File: src/rtl/breakpoint_envelope_table_defines.svh
// Assertion macros for the breakpoint envelope table.
// Depends on signals clk and rst_n in the module that uses them.
`ifndef BREAKPOINT_ENVELOPE_TABLE_DEFINES_SVH
`define BREAKPOINT_ENVELOPE_TABLE_DEFINES_SVH
`ifndef SYNTHESIS
`define BET_ASSERT_IMPL(label, ante, cons) \
    label: assert property (@(posedge clk) disable iff (!rst_n) (ante) |-> (cons)) \
        else $error("assertion failed: label");
`define BET_ASSERT_NEXT(label, ante, cons) \
    label: assert property (@(posedge clk) disable iff (!rst_n) (ante) |=> (cons)) \
        else $error("assertion failed: label");
`else
`define BET_ASSERT_IMPL(label, ante, cons)
`define BET_ASSERT_NEXT(label, ante, cons)
`endif
`endif

File: src/rtl/bet_pkg.sv
// Shared types and constants for the breakpoint envelope table.
// No dependencies.
package bet_pkg;
    localparam int MAX_POINTS = 256;
    localparam int ADDR_W     = $clog2(MAX_POINTS);
    localparam int CNT_W      = ADDR_W + 1;
    localparam int FRAME_BITS = 48;
    localparam int VAL_W      = 18;
    localparam int PROD_W     = FRAME_BITS + VAL_W;
    localparam int STEP_W     = $clog2(PROD_W + 1);
    localparam int IN_W       = 72;
    localparam int OUT_W      = 32;
    localparam int CFG_IDX_W  = 1;

    localparam logic [CFG_IDX_W-1:0] CFG_DISCRETE = 1'd0;
    localparam logic [CFG_IDX_W-1:0] CFG_DEFAULT  = 1'd1;

    typedef enum logic [1:0] {
        OP_CLEAR  = 2'd0,
        OP_INSERT = 2'd1,
        OP_QUERY  = 2'd2,
        OP_NOP    = 2'd3
    } op_t;

    typedef struct packed {
        op_t                     op;
        logic [FRAME_BITS-1:0]   frame;
        logic signed [VAL_W-1:0] value;
    } item_t;

    typedef struct packed {
        logic [CNT_W-1:0]        point_count;
        logic                    status;
        logic signed [VAL_W-1:0] value;
    } res_t;

    typedef struct packed {
        logic [FRAME_BITS-1:0]   frame;
        logic signed [VAL_W-1:0] value;
    } point_t;
endpackage

File: src/rtl/bet_front.sv
// Front end: accepts input transactions, decodes the operation, queues them.
// Depends on bet_pkg.
module bet_front
    import bet_pkg::*;
(
    input  logic            clk,
    input  logic            rst_n,
    input  logic            s_tvalid,
    output logic            s_tready,
    input  logic [IN_W-1:0] s_tdata,
    output logic            item_valid,
    input  logic            item_ready,
    output item_t           item,
    output logic [1:0]      level
);
    item_t      q_reg [2];
    logic       wr_ptr_reg;
    logic       rd_ptr_reg;
    logic [1:0] level_reg;
    item_t      in_item;
    logic       push;
    logic       pop;

    // tdata: func[1:0], frame_in[49:2], value_in[67:50]
    always_comb
    begin
        in_item.op    = op_t'(s_tdata[1:0]);
        in_item.frame = s_tdata[FRAME_BITS+1:2];
        in_item.value = s_tdata[FRAME_BITS+VAL_W+1:FRAME_BITS+2];
    end

    assign s_tready   = (level_reg != 2'd2);
    assign item_valid = (level_reg != 2'd0);
    assign item       = q_reg[rd_ptr_reg];
    assign level      = level_reg;
    assign push       = s_tvalid && s_tready;
    assign pop        = item_valid && item_ready;

    always_ff @(posedge clk)
    begin
        if (push)
        begin
            q_reg[wr_ptr_reg] <= in_item;
        end
    end

    always_ff @(posedge clk or negedge rst_n)
    begin
        if (!rst_n)
        begin
            wr_ptr_reg <= 1'b0;
            rd_ptr_reg <= 1'b0;
            level_reg  <= 2'd0;
        end
        else
        begin
            if (push)
            begin
                wr_ptr_reg <= ~wr_ptr_reg;
            end
            if (pop)
            begin
                rd_ptr_reg <= ~rd_ptr_reg;
            end
            if (push && !pop)
            begin
                level_reg <= level_reg + 2'd1;
            end
            else if (pop && !push)
            begin
                level_reg <= level_reg - 2'd1;
            end
        end
    end
endmodule

File: config.mk
export PLATFORM = sky130hd
export DESIGN_NAME = bet_front
export DESIGN_NICKNAME = d
export VERILOG_FILES = /design/src/rtl/breakpoint_envelope_table_defines.svh /design/src/rtl/bet_pkg.sv /design/src/rtl/bet_front.sv
export SDC_FILE = /design/constraint.sdc
export NUM_CORES = 1
export LEC_CHECK = 0
export BUFFER_PORTS_ARGS = -buffer_cell sky130_fd_sc_hd__buf_2
export CORE_MARGIN = 2
export CORE_UTILIZATION = 48
export CTS_BUF_LIST = sky130_fd_sc_hd__clkbuf_8
export DETAILED_ROUTE_END_ITERATION = 6
export MAX_ROUTING_LAYER = met4
export PLACE_DENSITY = 0.84
export SKIP_LAST_GASP = 1
export SLEW_MARGIN = 25
export SYNTH_ARGS = -nofsm -noshare
export SYNTH_HDL_FRONTEND = slang
export SYNTH_SLANG_ARGS = --single-unit
File: constraint.sdc
create_clock -name clk -period 3.8 [get_ports clk]
set_input_delay 1.14 -clock clk [delete_from_list [all_inputs] [get_ports clk]]
set_output_delay 1.14 -clock clk [all_outputs]
set_load 0.01 [all_outputs]
==> impl_metrics.ini, run 1 <==
[synthesis]
yosysSeqAreaShare_pct = 81.34
syn_avg_cell_area_sq_um = 22.36
ys_ff_latch = 140
syn_inst = 230
yosysWarnings = 0
ys_types = 16
syn_nets = 307
syn_area_sq_um = 5144

[floorplanning]
core_sq_um = 10370
die_width_um = 107.5
start_util_pct = 49.60
ios = 148
die_h_um = 107.5
die-area_sq_um = 11560
num_rows = 37

[routing]
drc = 0
wl_mm = 8.744
dr.pass1.iters = 4
post_drt_wl_per_cell_um = 16.28
ant_nets = 0
routed_via_density = 4.799
drt-initial-drc-count = 86
num_vias = 2577

[sta]
holdWs_ps = 517.2
max_slew_margin_pct = 36.63
finClkSkew_ps = 6.034
finalHoldViolCount = 0
fmax_mhz = 318.1
setup_viol = 0
fin_crit_sh_pct = 82.72
tightestPinTransition_ps = 950.5
tns_ps = 0
rsz0062_at_grt = no
setup_ws_ps = 656.7
maxSlewViolCount = 0
fin_crit_ps = 3143

[clock_tree]
cts_tree = yes
clk_path_buf_depth = 2
cts_setup_buffers = 0
cts_sinks = 140
ctsResizeCount = 0
cts_made_buffers = 17
cts_hold_buf = 0
cts_max_level = 4
cts-root-buf = clkbuf_8
clk_pin_slew_ps = 70
clkLatencyLatePin_ps = 410

[power_and_ir_drop]
p_leak_nw = 2.451
p_sw_mw = 1.402
power_density_nw_per_um2 = 763.2
p_seq_share_pct = 46.5
ir_worst_vdd_mv = 0.4721
combPwrFrac_pct = 28.6
switching_share_pct = 28.55
p_total_mw = 4.911
power_frac_clock_pct = 24.9
internal_power_mw = 3.509

[global_routing]
antenna_found_initial = 1
overflow = 0
grt_pass1_vias = 2727
met1_usage_pct = 17.75
met2_usage_pct = 25.97
use_met3_pct = 5.448
grt_max_degree = 69
grt_pass1_wl_mm = 13.10
grt_usage_pct = 15.86
gr-max-usage-layer = met2

[worst_setup_path]
worstPathMaxFanout = 36
crit_type = reg -> out
rr_startpoint = level[0]
r2r_cells = 2
cp.required_ps = 2660
end_kind = output pin
r2r_slack_ps = 1870
crit_path_start_kind = flop
crit_arrival_ps = 2000
reg2reg_to = q_reg[1][43]

[run_status]
status = completed

[cells_and_area]
fin_area_sq_um = 6435
utilization_pct = 62.05
final_nets = 464
largest_reg_flops = 136
syn_to_final_growth_pct = 25.10
fin_cells = 537
drive_above_1_share_pct = 61.50

[worst_hold_path]
holdCritPathClass = in -> async

[placed_design]
dp_cells = 504
dpl_cell_area_sq_um = 6018
hpwl_mm = 5.666
pre_cts_slack_ps = 1082
portBuffers = 143
place.gp.congestion = 0.7579

[run]
cap_violations = 0
[worst max-delay path: stages, from the launching register on]
cell and delay, ps:
dfrtp_4 750, buf_12 290, mux2_2 370, buf_2 140
[cells in the final DEF (no fill, tap or decap), types with 2 or more instances in the layout]
cell type   synthesis  routed
buf_4               0       2
nand2_1             2       2
buf_2               5     143
xor2_1              2       2
clkbuf_8            0      17
dfrtp_1             4       3
inv_1               1       2
clkinvlp_4          0       4
bufinv_16           0       4
mux2_2             58      58
clkinv_2            0       3
xnor2_1             3       3
mux2_4             10      10
clkinv_1            0       3
edfxtp_1          136     136
[worst max path at each step]
stage	start	endpoint	slack, ps	cells after the start
floorplan	s_tvalid	q_reg[0][0]	370	2
global placement	rd_ptr_reg	item[63]	1100	3
detailed placement	rd_ptr_reg	item[63]	1080	3
CTS	rd_ptr_reg	item[18]	610	3
global route	rd_ptr_reg	item[17]	520	3
finish	rd_ptr_reg	item[18]	660	3
[routing by layer]
layer / wire length, um / part of all wire (%)
met5: 0 / 0
met4: 55 / 0.63
met3: 517 / 5.9
met2: 4532 / 52
met1: 3638 / 42
[synthesized netlist by cell type]
cell type	instances	area share [%]
and3_1	1	0.12
buf_2	5	0.49
buf_6	2	0.44
buf_8	1	0.29
dfrtp_1	4	1.9
edfxtp_1	136	79
ha_1	1	0.24
inv_1	1	0.073
mux2_2	58	13
mux2_4	10	2.9
nand2_1	2	0.15
nand2b_1	1	0.12
nor2_1	2	0.15
or2_2	1	0.12
xnor2_1	3	0.51
xor2_1	2	0.34
[power by group through the flow]
stage / Clock [mW] / Sequential (mW) / Combinational [mW]
after CTS: 1.25 / 2.29 / 1.43
final: 1.22 / 2.28 / 1.40
after global routing: 1.31 / 2.32 / 1.52
after detailed placement: 0 / 2.32 / 1.43
after global placement: 0 / 2.29 / 1.41
after floorplan: 0 / 2.23 / 0.999
[logic make-up after synthesis]
group / count (synthesis) / synth area share (%)
fa+ha+maj: 1 / 0.2432
simple gates: 7 / 0.6571
mux: 68 / 15.62
xor+xnor: 5 / 0.8515
flops: 140 / 81.34
buf+inv: 9 / 1.289
[final cells by class]
class	count	area [sq um]
antenna	1	2.502
clock buffer	17	234.0
clock inverter	15	180.2
fill	796	3935
inverter	1	3.754
multi-input combinational	81	905.9
sequential	140	4188
tap	136	170.2
timing repair buffer	146	750.7
Power figures use the tool's default switching activity.
==> run 2, diff against run 1 <==
--- a/config.mk
+++ b/config.mk
@@ -7,11 +7,11 @@
 export LEC_CHECK = 0
 export BUFFER_PORTS_ARGS = -buffer_cell sky130_fd_sc_hd__buf_2
 export CORE_MARGIN = 2
-export CORE_UTILIZATION = 48
+export CORE_UTILIZATION = 53
 export CTS_BUF_LIST = sky130_fd_sc_hd__clkbuf_8
 export DETAILED_ROUTE_END_ITERATION = 6
 export MAX_ROUTING_LAYER = met4
-export PLACE_DENSITY = 0.84
+export PLACE_DENSITY = 0.87
 export SKIP_LAST_GASP = 1
 export SLEW_MARGIN = 25
 export SYNTH_ARGS = -nofsm -noshare
==> constraint.sdc (replaced) <==
create_clock -name clk -period 3.1 [get_ports clk]
set_input_delay 0.93 -clock clk [delete_from_list [all_inputs] [get_ports clk]]
set_output_delay 0.93 -clock clk [all_outputs]
set_load 0.01 [all_outputs]
==> impl_metrics.ini, run 2 (synthesis results as in run 1) <==
[cells_and_area]
final_common_cell = buf_2
largest_reg_flops = 136
drive_above_1_share_pct = 62.28
layout_common_cells = 143 x buf_2, 136 x edfxtp_1, 58 x mux2_2
final_nets = 467
fillers = 655
syn_to_final_growth_pct = 25.23
multi_input_comb_area_sq_um = 905.9
regArea_sq_um = 4188

[sta]
finalHoldViolCount = 0
fin_crit_ps = 2899
holdWs_ps = 315.2
finClkSkew_ps = 11.66
maxSlewViolCount = 0
fmax_mhz = 345.0
fin_crit_sh_pct = 93.50
tns_ps = 0
tightestPinTransition_ps = 494.4
max_slew_margin_pct = 66.96
rsz0062_at_grt = no
setup_viol = 0

[routing]
drt-initial-drc-count = 66
num_vias = 2633
drc = 0
post_drt_wl_per_cell_um = 16.40
routed_via_density = 4.940
dr.pass1.iters = 4
ant_nets = 0
wl_mm = 8.743

[global_routing]
antenna_found_initial = 1
grt_usage_pct = 17.22
grt_pass1_vias = 2660
grt_pass1_wl_mm = 12.83
grt_max_degree = 43
overflow = 0

[worst_setup_path]
crit_type = reg -> out
crit_arrival_ps = 1970
cp.required_ps = 2170
crit_start = rd_ptr_reg
worstPathMaxFanout = 42
end_kind = output pin
rr_startpoint = level[0]
crit_path_start_kind = flop

[worst_hold_path]
holdCritPathClass = in -> async

[clock_tree]
cts-root-buf = clkbuf_8
cts_sinks = 140
clk_path_buf_depth = 2
cts_max_level = 4
cts_hold_buf = 0
ctsResizeCount = 0
clkLatencyLatePin_ps = 400
clk_pin_slew_ps = 80
cts_made_buffers = 17
cts_tree = yes
cts_setup_buffers = 0

[floorplanning]
die_h_um = 102.5
num_rows = 35
die-area_sq_um = 10510
die_width_um = 102.5
core_sq_um = 9328
ios = 148
start_util_pct = 55.14

[power_and_ir_drop]
ir_worst_vdd_mv = 0.6303
p_leak_nw = 2.459
p_seq_share_pct = 46.7
power_density_nw_per_um2 = 921.6
p_total_mw = 5.936
combPwrFrac_pct = 30.2
power_frac_clock_pct = 23.1
switching_share_pct = 29.47
internal_power_mw = 4.187
p_sw_mw = 1.749

[placed_design]
place.gp.congestion = 0.7697
portBuffers = 143
hpwl_mm = 5.933

[run]
cap_violations = 0

[run_status]
status = completed
run 2: changes by cell type in the layout (fill, tap and decap cells not counted), sizes merged:
cell / previous run / this run
inv: 2 / 5
bufinv: 4 / 2
clkinv: 6 / 5
buf: 146 / 149
run 2: power by group through the flow:
stage	Sequential (mW)	Combinational (mW)	Clock, mW
6_report	2.77	1.80	1.37
4_1_cts	2.78	1.84	1.40
3_3_place_gp	2.78	1.79	0
2_1_floorplan	2.73	1.23	0
5_1_grt	2.82	1.95	1.47
3_5_place_dp	2.82	1.83	0
run 2: area by class of cell:
cell class                      instances  share of cell area [%]
Timing Repair Buffer                  149                   12.39
Antenna cell                            1                 0.03885
Inverter                                1                 0.05828
Clock inverter                         15                   2.292
Sequential cell                       140                   65.02
Clock buffer                           17                   3.632
Tap cell                              129                   2.506
Multi-Input combinational cell         81                   14.06
run 2: worst paths after layout:
kind	slack (ps)	to	cells after the start
max	200	item[3]	3
min	320	level[0]	1
max reg2reg	1330	q_reg[0][55]	4
min reg2reg	520	level[1]	1
max in group asynchronous	2640	rd_ptr_reg	1
min in group clk	520	level[1]	1
run 2: metal layers:
metal	up-vias	wire length (um)	part of all wire (%)	GRT usage, %
li1	1233	-	-	-
met1	1292	3482	40	19.40
met2	98	4506	52	28.91
met3	10	635	7.3	5.220
met4	0	118	1.3	6.769
met5	-	0	0	-
run 2: metrics by stage:
step | setup slack (ps) | instance area [sq um] | instances | util (%)
6_report | 201.5 | 6441 | 533 | 69.05
5_1_grt | 92.87 | 6441 | 533 | 69.05
4_1_cts | 168.7 | 6439 | 532 | 69.03
3_5_place_dp | 628.2 | 6057 | 500 | 64.94
3_3_place_gp | 643.2 | 6057 | 500 | 64.94
2_1_floorplan | 101.7 | 5151 | 230 | -
run 2: critical path: stages (launching register included):
cell     delay, ps
dfrtp_4        680
buf_12         310
mux2_2         380
buf_2          150
==> run 3, diff against run 2 <==
--- a/config.mk
+++ b/config.mk
@@ -5,6 +5,7 @@
 export SDC_FILE = /design/constraint.sdc
 export NUM_CORES = 1
 export LEC_CHECK = 0
+export ABC_AREA = 1
 export BUFFER_PORTS_ARGS = -buffer_cell sky130_fd_sc_hd__buf_2
 export CORE_MARGIN = 2
 export CORE_UTILIZATION = 53
==> impl_metrics.ini, run 3 <==
[run_status]
status = completed

[sta]
fin_crit_ps = 2866
fin_crit_sh_pct = 92.46
maxSlewViolCount = 0
finClkSkew_ps = 10.13
finalHoldViolCount = 0
setup_viol = 0
rsz0062_at_grt = no
max_slew_margin_pct = 57.62
fmax_mhz = 348.9
tightestPinTransition_ps = 634.3

[clock_tree]
cts_setup_buffers = 0
cts_made_buffers = 17
cts-root-buf = clkbuf_8
cts_max_level = 4
clk_path_buf_depth = 2
ctsResizeCount = 0
cts_sinks = 140
cts_hold_buf = 0
clk_pin_slew_ps = 70
clkLatencyLatePin_ps = 440
cts_tree = yes

[routing]
dr.pass1.iters = 4
wl_mm = 9.578
post_drt_wl_per_cell_um = 14.02
drt-initial-drc-count = 200
met3_length_um = 631
wl_met1_mm = 3.801
ant_nets = 0
top_layer_used = met4
drc = 0
wl_met2_mm = 4.967
num_vias = 3268
routed_via_density = 4.785

[global_routing]
grt_pass1_wl_mm = 14.23
overflow = 0
grt_usage_pct = 19.15
grt_max_degree = 70
grt_pass1_vias = 3120
antenna_found_initial = 1

[synthesis]
syn_nets = 461
syn_avg_cell_area_sq_um = 13.46
syn_area_sq_um = 5169
yosysMostFrequentCell = nand2_1
ys_types = 14
ys.flop_type = edfxtp_1
ys_ff_latch = 140
yosysSeqAreaShare_pct = 80.95
syn_inst = 384
yosysWarnings = 0
synthTopCellsByArea = edfxtp_1 79%, nand2_1 16%, dfrtp_1 1.9%
async_flop_share_pct = 2.857
yosys-top-cells-count = 214 x nand2_1, 136 x edfxtp_1, 10 x buf_2, 6 x inv_1, 4 x dfrtp_1
synth_edf_count = 136
synth_top_cell_area_share_pct = 79.01
yosysTopAreaCell = edfxtp_1

[worst_setup_path]
crit_arrival_ps = 1940
crit_path_start_kind = flop
cp.required_ps = 2170
crit_type = reg -> out
worstPathMaxFanout = 41
end_kind = output pin
r2r_cells = 5

[placed_design]
dpl_cell_area_sq_um = 6031
place.gp.congestion = 0.6976
hpwl_mm = 6.212
portBuffers = 143

[floorplanning]
die_width_um = 102.8
ios = 148
core_sq_um = 9639
die_h_um = 102.8
die-area_sq_um = 10560
num_rows = 36
start_util_pct = 53.62

[cells_and_area]
final_common_cell = nand2_1
largest_reg_flops = 136
layout_common_cells = 214 x nand2_1, 143 x buf_2, 136 x edfxtp_1
fillers = 707
regArea_sq_um = 4185
syn_to_final_growth_pct = 24.91
final_nets = 613
multi_input_comb_area_sq_um = 872.1
drive_above_1_share_pct = 32.79
fin_area_sq_um = 6456

[power_and_ir_drop]
p_total_mw = 6.165
power_density_nw_per_um2 = 954.8
p_leak_nw = 2.822
ir_worst_vdd_mv = 0.5828

[run]
cap_violations = 0

[worst_hold_path]
holdCritPathClass = in -> async
-- run 3: changes by cell type in the layout (fill, tap and decap cells not counted), sizes merged --
| cell | before | now |
|---|---|---|
| and3 | 1 | 0 |
| buf | 149 | 148 |
| bufinv | 2 | 4 |
| clkinv | 5 | 6 |
| clkinvlp | 4 | 2 |
| inv | 5 | 10 |
| mux2 | 68 | 0 |
| nand2 | 2 | 214 |
| nand2b | 1 | 0 |
| nand3 | 0 | 2 |
| nand4 | 0 | 1 |
| or2 | 1 | 0 |
| xnor2 | 3 | 1 |
| xor2 | 2 | 1 |
-- run 3: final cells by class --
class,instances,share of cell area (%)
diodes,1,0.03876
clock buffers,17,3.624
clock inverters,15,2.829
inverters,7,0.4845
multi-input cells,222,13.51
flip-flops and latches,140,64.83
well taps,133,2.578
repair buffers,148,12.11
-- run 3: path summary, 6_finish.rpt --
kind | from | end | slack (ps)
worst max-delay path | rd_ptr_reg | item[13] | 230
worst min-delay path | rst_n | level[1] | 290
worst max register to register | level[0] | q_reg[1][1] | 1170
worst min register to register | level[1] | level[1] | 530
max in group asynchronous | rst_n | rd_ptr_reg | 2670
min in group clk | level[1] | level[1] | 530
-- run 3: through the flow --
step                hold WS (ps)  worst slack (ps)  utilization, %  TNS, ps  instances
global route               271.4             79.41           66.98        0        683
CTS                        265.3             64.16           66.89        0        682
detailed placement         516.0             545.9           62.56        0        650
floorplan                  539.0            -151.8               -   -20650        384
global placement           513.1             588.0           62.56        0        650
finish                     292.7             233.7           66.98        0        683
-- run 3: logic make-up after synthesis --
kind of cell	after synthesis	share of synthesized area, %
flops	140	80.95
simple gates	219	16.00
fa+ha+maj	1	0.2420
buf+inv	22	2.469
xor+xnor	2	0.3390
-- run 3: report_power, final --
| part | total (mW) | switching (mW) | internal (mW) | leakage (nW) |
|---|---|---|---|---|
| clock network | 1.50 | 0.640 | 0.861 | 0.217 |
| registers | 2.76 | 0.174 | 2.59 | 1.31 |
| logic | 1.90 | 1.25 | 0.655 | 1.29 |
-- run 3: routing by layer --
metal | global-route usage (%) | up-vias
met1 | 20.39 | 1538
met4 | 9.211 | 0
li1 | - | 1600
met3 | 5.966 | 16
met5 | - | -
met2 | 32.53 | 114
-- run 3: worst max-delay path, stage by stage, from the launching register on --
cell     delay [ps]
dfrtp_2         750
buf_6           370
nand2_1         110
nand2_1         100
buf_2           140
